--- src/hdl/vwdm_pkg.sv ---
// package for the voltage window debounce monitor
// widths, codes, register indexes and the configuration struct; no dependencies
package vwdm_pkg;

  localparam int SAMPLE_BITS   = 12;
  localparam int IN_DATA_BITS  = ((SAMPLE_BITS + 7) / 8) * 8;
  localparam int COUNT_BITS    = 16;
  localparam int MODE_BITS     = 2;
  localparam int ZONE_BITS     = 3;
  localparam int OUT_DATA_BITS = ((MODE_BITS + ZONE_BITS + 7) / 8) * 8;
  localparam int CFG_IDX_BITS  = 3;
  localparam int CFG_DATA_BITS = (COUNT_BITS > SAMPLE_BITS) ? COUNT_BITS : SAMPLE_BITS;

  typedef logic [SAMPLE_BITS-1:0] sample_t;
  typedef logic [COUNT_BITS-1:0]  count_t;

  typedef enum logic [MODE_BITS-1:0] {
    MODE_DEFAULT = 2'd0,
    MODE_ENTERED = 2'd1,
    MODE_EXITED  = 2'd2
  } mode_t;

  typedef enum logic [ZONE_BITS-1:0] {
    ZONE_NONE  = 3'd0,
    ZONE_ENTER = 3'd1,
    ZONE_EXIT  = 3'd2,
    ZONE_UPPER = 3'd3,
    ZONE_LOWER = 3'd4
  } zone_t;

  typedef enum logic [CFG_IDX_BITS-1:0] {
    REG_ENTER_LOW    = 3'd0,
    REG_ENTER_HIGH   = 3'd1,
    REG_EXIT_LOW     = 3'd2,
    REG_EXIT_HIGH    = 3'd3,
    REG_SETTLE_TICKS = 3'd4
  } reg_idx_t;

  localparam sample_t ENTER_LOW_RST    = '0;
  localparam sample_t ENTER_HIGH_RST   = '1;
  localparam sample_t EXIT_LOW_RST     = '0;
  localparam sample_t EXIT_HIGH_RST    = '1;
  localparam count_t  SETTLE_TICKS_RST = COUNT_BITS'(100);

  typedef struct packed {
    sample_t win_lo;
    sample_t win_hi;
    sample_t trip_lo;
    sample_t trip_hi;
    count_t  settle_ticks;
  } cfg_t;

endpackage

--- src/hdl/voltage_window_debounce_monitor.sv ---
// Window comparator with hysteresis bands and a debounce counter for one
// converter channel. Every accepted sample gives exactly one result holding
// the qualified mode and the zone of that sample. A sample is registered on
// entry, classified and counted in one pass of compare and count logic, and
// its result lands in the output register once the output is free; a new
// sample is accepted every cycle while results are taken. Configuration
// writes are always ready and take effect on the next cycle; write them only
// while no sample is in flight.
// depends on vwdm_pkg, vwdm_cfg_regs, vwdm_zone_classify, vwdm_debounce
module voltage_window_debounce_monitor import vwdm_pkg::*; (
  input  logic                     clk,
  input  logic                     rst_n,
  input  logic                     in_tvalid,
  output logic                     in_tready,
  input  logic [IN_DATA_BITS-1:0]  in_tdata,   // [11:0] sample
  output logic                     out_tvalid,
  input  logic                     out_tready,
  output logic [OUT_DATA_BITS-1:0] out_tdata,  // [1:0] mode, [4:2] zone
  input  logic                     cfg_valid,
  output logic                     cfg_ready,
  input  logic [CFG_IDX_BITS-1:0]  cfg_index,
  input  logic [CFG_DATA_BITS-1:0] cfg_data
);

  cfg_t    cfg;
  logic    in_valid_r;
  logic    in_valid_nxt;
  sample_t sample_r;
  logic    out_valid_r;
  logic    out_valid_nxt;
  mode_t   out_mode_r;
  zone_t   out_zone_r;
  logic    advance;
  logic    step;
  zone_t   zone_cls;
  mode_t   mode_nxt;
  zone_t   zone_nxt;

  assign cfg_ready = 1'b1;

  vwdm_cfg_regs u_cfg (
    .clk      (clk),
    .rst_n    (rst_n),
    .wr_en    (cfg_valid & cfg_ready),
    .wr_index (cfg_index),
    .wr_data  (cfg_data),
    .cfg      (cfg)
  );

  assign advance   = !out_valid_r || out_tready;
  assign step      = in_valid_r && advance;
  assign in_tready = !in_valid_r || advance;

  always_comb begin
    in_valid_nxt  = in_valid_r;
    out_valid_nxt = out_valid_r;
    if (in_tready) begin
      in_valid_nxt = in_tvalid;
    end
    if (advance) begin
      out_valid_nxt = in_valid_r;
    end
  end

  always_ff @(posedge clk) begin
    if (!rst_n) begin
      in_valid_r  <= 1'b0;
      out_valid_r <= 1'b0;
    end else begin
      in_valid_r  <= in_valid_nxt;
      out_valid_r <= out_valid_nxt;
    end
  end

  always_ff @(posedge clk) begin
    if (in_tready && in_tvalid) begin
      sample_r <= in_tdata[SAMPLE_BITS-1:0];
    end
    if (step) begin
      out_mode_r <= mode_nxt;
      out_zone_r <= zone_nxt;
    end
  end

  vwdm_zone_classify u_classify (
    .sample (sample_r),
    .cfg    (cfg),
    .zone   (zone_cls)
  );

  vwdm_debounce u_debounce (
    .clk          (clk),
    .rst_n        (rst_n),
    .step         (step),
    .zone_in      (zone_cls),
    .settle_ticks (cfg.settle_ticks),
    .mode_nxt     (mode_nxt),
    .zone_nxt     (zone_nxt)
  );

  assign out_tvalid = out_valid_r;
  assign out_tdata  = {(OUT_DATA_BITS - MODE_BITS - ZONE_BITS)'(0), out_zone_r, out_mode_r};

endmodule

--- src/hdl/vwdm_cfg_regs.sv ---
// configuration register file of the monitor
// depends on vwdm_pkg
module vwdm_cfg_regs import vwdm_pkg::*; (
  input  logic                     clk,
  input  logic                     rst_n,
  input  logic                     wr_en,
  input  logic [CFG_IDX_BITS-1:0]  wr_index,
  input  logic [CFG_DATA_BITS-1:0] wr_data,
  output cfg_t                     cfg
);

  cfg_t cfg_r;
  cfg_t cfg_nxt;

  always_comb begin
    cfg_nxt = cfg_r;
    if (wr_en) begin
      case (wr_index)
        REG_ENTER_LOW:    cfg_nxt.win_lo       = wr_data[SAMPLE_BITS-1:0];
        REG_ENTER_HIGH:   cfg_nxt.win_hi       = wr_data[SAMPLE_BITS-1:0];
        REG_EXIT_LOW:     cfg_nxt.trip_lo      = wr_data[SAMPLE_BITS-1:0];
        REG_EXIT_HIGH:    cfg_nxt.trip_hi      = wr_data[SAMPLE_BITS-1:0];
        REG_SETTLE_TICKS: cfg_nxt.settle_ticks = wr_data[COUNT_BITS-1:0];
        default: ;
      endcase
    end
  end

  always_ff @(posedge clk) begin
    if (!rst_n) begin
      cfg_r.win_lo       <= ENTER_LOW_RST;
      cfg_r.win_hi       <= ENTER_HIGH_RST;
      cfg_r.trip_lo      <= EXIT_LOW_RST;
      cfg_r.trip_hi      <= EXIT_HIGH_RST;
      cfg_r.settle_ticks <= SETTLE_TICKS_RST;
    end else begin
      cfg_r <= cfg_nxt;
    end
  end

  assign cfg = cfg_r;

endmodule

--- src/hdl/vwdm_zone_classify.sv ---
// sample to zone classifier, first matching test wins
// depends on vwdm_pkg
module vwdm_zone_classify import vwdm_pkg::*; (
  input  sample_t sample,
  input  cfg_t    cfg,
  output zone_t   zone
);

  always_comb begin
    if (sample >= cfg.win_lo && sample <= cfg.win_hi) begin
      zone = ZONE_ENTER;
    end else if (sample >= cfg.trip_hi || sample <= cfg.trip_lo) begin
      zone = ZONE_EXIT;
    end else if (sample > cfg.win_hi) begin
      zone = ZONE_UPPER;
    end else begin
      zone = ZONE_LOWER;
    end
  end

endmodule

--- src/hdl/vwdm_debounce.sv ---
// debounce counter and qualified mode state
// depends on vwdm_pkg
module vwdm_debounce import vwdm_pkg::*; (
  input  logic   clk,
  input  logic   rst_n,
  input  logic   step,
  input  zone_t  zone_in,
  input  count_t settle_ticks,
  output mode_t  mode_nxt,
  output zone_t  zone_nxt
);

  mode_t  mode_r;
  zone_t  zone_r;
  zone_t  prev_zone_r;
  count_t count_r;
  zone_t  prev_zone_nxt;
  count_t count_nxt;
  count_t count_base;
  count_t count_inc;
  logic   qualify;
  mode_t  target;

  always_comb begin
    // late zone change check against the previously recorded zone
    count_base    = (zone_r != prev_zone_r) ? '0 : count_r;
    prev_zone_nxt = zone_r;
    count_inc     = (count_base == '1) ? count_base : count_base + 1'b1;
    qualify       = 1'b0;
    target        = MODE_ENTERED;
    mode_nxt      = mode_r;
    zone_nxt      = zone_in;
    count_nxt     = count_base;

    case (zone_in)
      ZONE_ENTER: begin
        qualify = (mode_r != MODE_ENTERED);
        target  = MODE_ENTERED;
      end
      ZONE_EXIT: begin
        qualify = (mode_r != MODE_EXITED);
        target  = MODE_EXITED;
      end
      default: begin
        count_nxt = '0;
      end
    endcase

    if (qualify) begin
      if (count_inc >= settle_ticks) begin
        mode_nxt  = target;
        count_nxt = '0;
      end else begin
        count_nxt = count_inc;
      end
    end
  end

  always_ff @(posedge clk) begin
    if (!rst_n) begin
      mode_r      <= MODE_DEFAULT;
      zone_r      <= ZONE_NONE;
      prev_zone_r <= ZONE_NONE;
      count_r     <= '0;
    end else if (step) begin
      mode_r      <= mode_nxt;
      zone_r      <= zone_nxt;
      prev_zone_r <= prev_zone_nxt;
      count_r     <= count_nxt;
    end
  end

endmodule
--- config.mk ---
export PLATFORM = sky130hd
export DESIGN_NAME = voltage_window_debounce_monitor
export DESIGN_NICKNAME = d
export VERILOG_FILES = /design/src/hdl/vwdm_pkg.sv /design/src/hdl/voltage_window_debounce_monitor.sv /design/src/hdl/vwdm_cfg_regs.sv /design/src/hdl/vwdm_zone_classify.sv /design/src/hdl/vwdm_debounce.sv
export SDC_FILE = /design/constraint.sdc
export NUM_CORES = 1
export LEC_CHECK = 0
export BUFFER_PORTS_ARGS = -buffer_cell sky130_fd_sc_hd__buf_2
export CORE_MARGIN = 2
export CORE_UTILIZATION = 30
export DETAILED_ROUTE_END_ITERATION = 16
export MAX_ROUTING_LAYER = met4
export PLACE_DENSITY = 0.5
export SYNTH_ARGS = -nofsm -noshare
export SYNTH_HDL_FRONTEND = slang
export SYNTH_HIERARCHICAL = 1
export SYNTH_SLANG_ARGS = --single-unit
--- constraint.sdc ---
create_clock -name clk -period 4.25 [get_ports clk]
set_input_delay 0.85 -clock clk [delete_from_list [all_inputs] [get_ports clk]]
set_output_delay 0.85 -clock clk [all_outputs]
set_load 0.01 [all_outputs]
* After elaboration in Yosys (flattened, before gate mapping)
Cells that the tools add are included.
** Storage, ports and cells
- Output and inout bits :: 11
- Register bits :: 107
- Word-level logic and storage cells :: 58
- Input bits :: 40
** Cells by class
- Multiplexer cells :: 12
- Add/sub/neg operators :: 1
- Reduce and logical (&&, ||, !) cells :: 15
- Equal/unequal tests :: 10
- Order comparisons :: 6
** Operators by type and width (number)
- 2-to-1 mux 16 bit :: 5
- greater-or-equal comparator 12 bit :: 2
- less-or-equal comparator 12 bit :: 2
- adder 16 x 1 -> 16 bit (second input constant) :: 1
- equality test 16 bit (second input constant) :: 1
- greater-or-equal comparator 16 bit :: 1
- > comparator 12 bit :: 1
- AND reduction 2 bit :: 5
- equality test 3 x 2 -> 1 bit (second input constant) :: 3
- 2-to-1 mux 3 bit :: 3
- equality test 3 x 1 -> 1 bit (second input constant) :: 2
- 2-to-1 mux 2 bit :: 3
- equality test 3 bit (second input constant) :: 1
- logical AND 1 bit :: 3
- logical NOT 3 bit :: 1
- logical OR 1 bit :: 3
- inequality test 3 bit :: 1
- logical NOT 1 bit :: 2
- inequality test 2 x 1 -> 1 bit (second input constant) :: 1
- inequality test 2 bit (second input constant) :: 1
- case mux 1 bit (2 select lines) :: 1
- OR reduction 2 bit :: 1

* Logic depth before layout (Yosys ltp)
- Depth after elaboration :: 8
- Gate-level depth with buffers :: 21

* By module
Netlist, hierarchy kept.
** Modules (own cells, without submodules)
- vwdm_cfg_regs :: instances 1, seq. area each 1281.2 um^2, area each 2498.6 um^2, cells each 242
- vwdm_debounce :: instances 1, seq. area each 480.5 um^2, area each 2060.7 um^2, cells each 247
- vwdm_zone_classify :: instances 1, seq. area each 0.0 um^2, area each 1191.1 um^2, cells each 163
- voltage_window_debounce_monitor :: instances 1, seq. area each 550.5 um^2, area each 651.9 um^2, cells each 32

* Worst setup path before layout
Ideal clock, no wire load.
- Path type :: reg-to-reg
- Start point :: reg u_debounce.zone_r[1], in the netlist u_debounce/prev_zone_nxt[1]
- End point :: reg out_mode_r[1], data pin
- Clock period less this slack :: 3810 ps
- Path slack :: 440 ps
- Cell stages (with the launch flop) :: 19
- Library setup time :: 260 ps
- Arrival time :: 3550 ps
- Cell sequence :: dfxtp_1 -> xnor2_1 -> and3_1 -> buf_6 -> buf_4 -> nand2_1 -> inv_1 -> ha_1 -> and3_2 -> nand4_2 -> nand4_1 -> xor2_1 -> nor2_1 -> ha_1 -> o21a_1 -> nor2_1 -> or4b_4 -> a31oi_1 -> mux2_2
** Between the ends
- Word-level cells in the longest chain between the ends :: 7
- Elaborated cells between the ends (all ways) :: 8
- Those cells by class :: add/sub: 1; order compare: 1; eq/ne: 2; mux: 4
** Ends and longest elaborated chain
- start, declared :: RTL line vwdm_debounce.sv:14 : zone_t zone_r;
- start signal, assigned :: RTL line vwdm_debounce.sv:67 : zone_r <= zone_nxt;
- inequality test 3 bit (*) :: RTL line vwdm_debounce.sv:26 : count_base = (zone_r != prev_zone_r) ? '0 : count_r;
- 2-to-1 mux 16 bit (*) :: RTL line vwdm_debounce.sv:26
- adder 16 x 1 -> 16 bit or equality test 16 bit (tied branches) :: RTL line vwdm_debounce.sv:28 : count_inc = (count_base == '1) ? count_base : count_base + 1'b1;
- 2-to-1 mux 16 bit (*) :: RTL line vwdm_debounce.sv:28
- greater-or-equal comparator 16 bit (*) :: RTL line vwdm_debounce.sv:50 : if (count_inc >= settle_ticks) begin
- 2-to-1 mux 2 bit (*) :: RTL line vwdm_debounce.sv:50
- 2-to-1 mux 2 bit (*) :: RTL line vwdm_debounce.sv:49 : if (qualify) begin
- via mode_nxt[1] :: RTL line voltage_window_debounce_monitor.sv:36 : mode_t mode_nxt;
- end signal, assigned :: RTL line voltage_window_debounce_monitor.sv:80 : out_mode_r <= mode_nxt;
- end, declared :: RTL line voltage_window_debounce_monitor.sv:31 : mode_t out_mode_r;
The timed path passes the listed nets; every way through them passes the cells marked *.
A chain may end at the register's enable or synchronous reset.

* Worst setup path after layout
- Start point :: reg u_debounce.zone_r[0], in the netlist u_debounce/prev_zone_nxt[0]
- End point :: reg u_debounce.count_r[4]
** Between the ends
- Word-level cells in the longest chain between the ends :: 7
- Elaborated cells between the ends (all ways) :: 9
- Those cells by class :: add/sub: 1; order compare: 1; eq/ne: 2; mux: 5
** Ends and longest elaborated chain
- inequality test 3 bit (*) :: RTL line vwdm_debounce.sv:26
- 2-to-1 mux 16 bit (*) :: RTL line vwdm_debounce.sv:26
- adder 16 x 1 -> 16 bit or equality test 16 bit (tied branches) :: RTL line vwdm_debounce.sv:28
- 2-to-1 mux 16 bit :: RTL line vwdm_debounce.sv:28
- greater-or-equal comparator 16 bit :: RTL line vwdm_debounce.sv:50
- 2-to-1 mux 16 bit :: RTL line vwdm_debounce.sv:50
- 2-to-1 mux 16 bit (*) :: RTL line vwdm_debounce.sv:49
- end signal, assigned :: RTL line vwdm_debounce.sv:69 : count_r <= count_nxt;
- end, declared :: RTL line vwdm_debounce.sv:16 : count_t count_r;
Every way passes the cells marked *; elsewhere a longest branch is shown, timed or not.

==> run_results.csv <==
group,metric,value,unit
grt,grt_pass1_vias,4330,
yosys,syn_area_per_cell,9.36,µm²
run_status,status,"complete, no violations",
timing,max_freq,0.256,GHz
drt,wl,14.5,mm
drt,dr.pass1.iters,6,
drt,vias_per_cell,4.67,
final_layout,drive_gt1_share,13.4,%
cts,clk_pin_slew,0.07,ns
timing,hold_viol_final,0,
worst_setup_path,required,4.49,ns
yosys,yosysTopAreaCellShare,28.1,%
cts,htree_levels,3,
floorplanning,core-area,21000,µm²
drt,vias,4633,
cts,cts_buffers,9,
placement,placed_cell_area,6810,µm²
yosys,synth-main-ff-cell,"dfxtp_1",
final_layout,instances_no_fill,993,
cts,clock-sinks,107,
timing,fin_skew,0.0100,ns
yosys,synthTopCellsByCount,"dfxtp_1 (90), nand2_1 (78), mux2i_1 (71), inv_1 (66), ha_1 (65)",
final_layout,nNetsFinal,818,
power_and_ir_drop,max-vdd-ir-drop,0.187,mV
yosys,synth_seq_cells,107,
power_and_ir_drop,leakage,3.23,nW
timing,setup_tns,0,ns
yosys,yosysMostFrequentCell,"dfxtp_1",
floorplanning,ioPinCount,51,
drt,ant_nets,0,
worst_setup_path,endpoint_kind,"flop",
power_and_ir_drop,total_power,2.16,mW
timing,rsz0062_at_grt,"false",
floorplanning,dieHeight,150,µm
drt,route.detailed.wl_per_inst,14.6,µm
yosys,seq_area_frac_synth,36.1,%
placement,dp.cells,976,
cts,root_buffer,"clkbuf_16",
cts,cts_buffer_depth,2,
yosys,synthArstFlopShare,0,%
grt,grt_start_max_net_pins,68,
timing,worst_pin_slew,1.10,ns
yosys,ys_warn_count,6,
timing,timing.final.crit_period,3.91,ns
final_layout,antenna_cells,0,
cts,worstSkewPairLatency,0.35,ns
timing,setup_viol,0,
worst_setup_path,crit_path_max_incr_delay,0.55,ns
worst_setup_path,critPathKind,"flop to flop",
placement,port_buffers,42,
yosys,synthTopCellsByArea,"dfxtp_1 (28%), ha_1 (13%), mux2i_1 (11%), edfxtp_1 (8.0%), nor2b_1 (4.9%)",
placement,place_ws,0.206,ns
final_layout,syn_to_final_growth,11.2,%
cts,cts_tree,"yes",
worst_setup_path,cp-start-kind,"flop",
yosys,synth-edff-count,17,
yosys,synth_area,6400,µm²
placement,place_congestion,0.773,
worst_setup_path,crit_fanout,9,
floorplanning,rows,53,
timing,fin_ws,0.339,ns
worst_setup_path,path_cells,"xnor2_1, and3_2, nand2_1, inv_1, ha_1, and3_2, nand4_2, nand4_1, xor2_1, nor2_1, ha_1, o21a_1, nor2_1, or4b_4, and3b_1, buf_4, a22oi_1, o21ai_0",
floorplanning,initial_core_util,30.6,%
placement,dp_hpwl,10.7,mm
timing,min_period_over_period,92.0,%
final_layout,fin_util,34.0,%
timing,maxSlewViolCount,0,
final_layout,fillCellCount,2222,
yosys,synth_area_leader_cell,"dfxtp_1",
grt,overflow,0,
grt,grt_first_pass_wirelength,23.5,mm
final_layout,final_area,7120,µm²
drt,drtIter0Drc,194,
hold_path,min_path_type,"flop to flop",
power_and_ir_drop,power_density,303,nW/µm²
worst_setup_path,crit_slowest_cell,"or4b_4",
grt,antenna_found_initial,0,
worst_setup_path,cp_data_arrival_time,4.15,ns
flow_run,cap_violations,0,
grt,track_usage,13.8,%
yosys,synth.distinct_cells,73,
timing,whs,0.463,ns
floorplanning,die_w,150,µm
floorplanning,dieArea,22500,µm²
timing,slew_headroom,26.3,%
drt,route.detailed.drc,0,
yosys,postSynthCellCount,684,
==> critical path, delay by kind of cell (launching register included) <==
family	cells	cell delay [ns]
buf+inv	2	0.29
xor+xnor	2	0.39
simple gates	9	1.91
flops	1	0.37
fa+ha+maj	2	0.44
compound gates	3	0.39
==> layout by cell type (no fill, tap or decap), types with 4 or more instances in the layout <==
cell type and instances:
a22o_1 9, xor2_1 8, nand3_1 11, nor2_1 16, nand2b_1 6, ha_1 65
nor3_1 9, and3_2 4, dfxtp_1 90, buf_4 12, nor2b_1 50, o21ai_0 13
inv_1 66, nand4_1 18, o21a_1 4, nand2_1 78, conb_1 4, a211oi_1 7
a21o_1 9, clkbuf_16 9, mux2i_1 71, a21oi_1 27, edfxtp_1 17, buf_2 41
==> per-layer routing <==
layer  share of wire (%)  GRT usage, %  vias up
met5                   0             -        -
met4                 1.1          3.87        0
met3                 2.3          2.35       12
met2                  45          20.5       56
met1                  52          19.2     2127
li1                    -             -     2438
==> area by class of cell <==
| class | count | area (µm²) | area share, % |
|---|---|---|---|
| clock buffer | 10 | 239 | 3.36 |
| clock inverter | 6 | 47.5 | 0.668 |
| inverter | 66 | 248 | 3.48 |
| multi-input combinational | 476 | 3630 | 51.0 |
| sequential | 107 | 2310 | 32.5 |
| tap | 275 | 344 | 4.83 |
| timing repair buffer | 53 | 295 | 4.15 |
==> logic make-up (layout without fill, tap and decap cells) <==
group	Yosys count	count (layout)	share of synthesized area, %
muxes	74	74	11.7
adders and majority gates	65	65	12.7
buffers and inverters	103	135	7.52
xor gates and xnor gates	12	12	1.64
AOI/OAI and AO/OA	101	101	11.3
DFF	107	107	36.1
and+or+nand+nor	220	220	18.9
other	2	4	0.117
==> worst paths after layout <==
| path | start | to | slack (ns) | cells past startpoint |
|---|---|---|---|---|
| hold / removal | u_cfg/cfg[10] | u_cfg/cfg[10] | 0.46 | 2 |
| hold reg to reg | u_cfg/cfg[10] | u_cfg/cfg[10] | 0.46 | 2 |
| setup / recovery | u_debounce/prev_zone_nxt[0] | u_debounce/count_r[4] | 0.34 | 18 |
| setup reg to reg | u_debounce/prev_zone_nxt[0] | u_debounce/count_r[4] | 0.34 | 18 |
==> what timing repair did <==
item,CTS,global route
hold buffers,0,0
endpoints found under the setup margin,0,6
resized for setup,0,3
buffers inserted,0,1
==> power breakdown <==
part           internal [mW]  leakage [nW]  switching [mW]
Sequential              1.06         0.895          0.0220
Combinational          0.105          2.19           0.143
Clock                  0.421         0.140           0.412
==> flip-flops by register name, summed over array words and instances (netlist names), 2 cells and up <==
| register | flops |
|---|---|
| u_cfg/cfg | 64 |
| u_debounce/count_r | 16 |
| sample_r | 12 |
| out_zone_r | 3 |
| u_debounce/prev_zone_nxt | 3 |
| u_debounce/prev_zone_r | 3 |
| out_mode_r | 2 |
| u_debounce/mode_r | 2 |
Power figures use the tool's default switching activity.
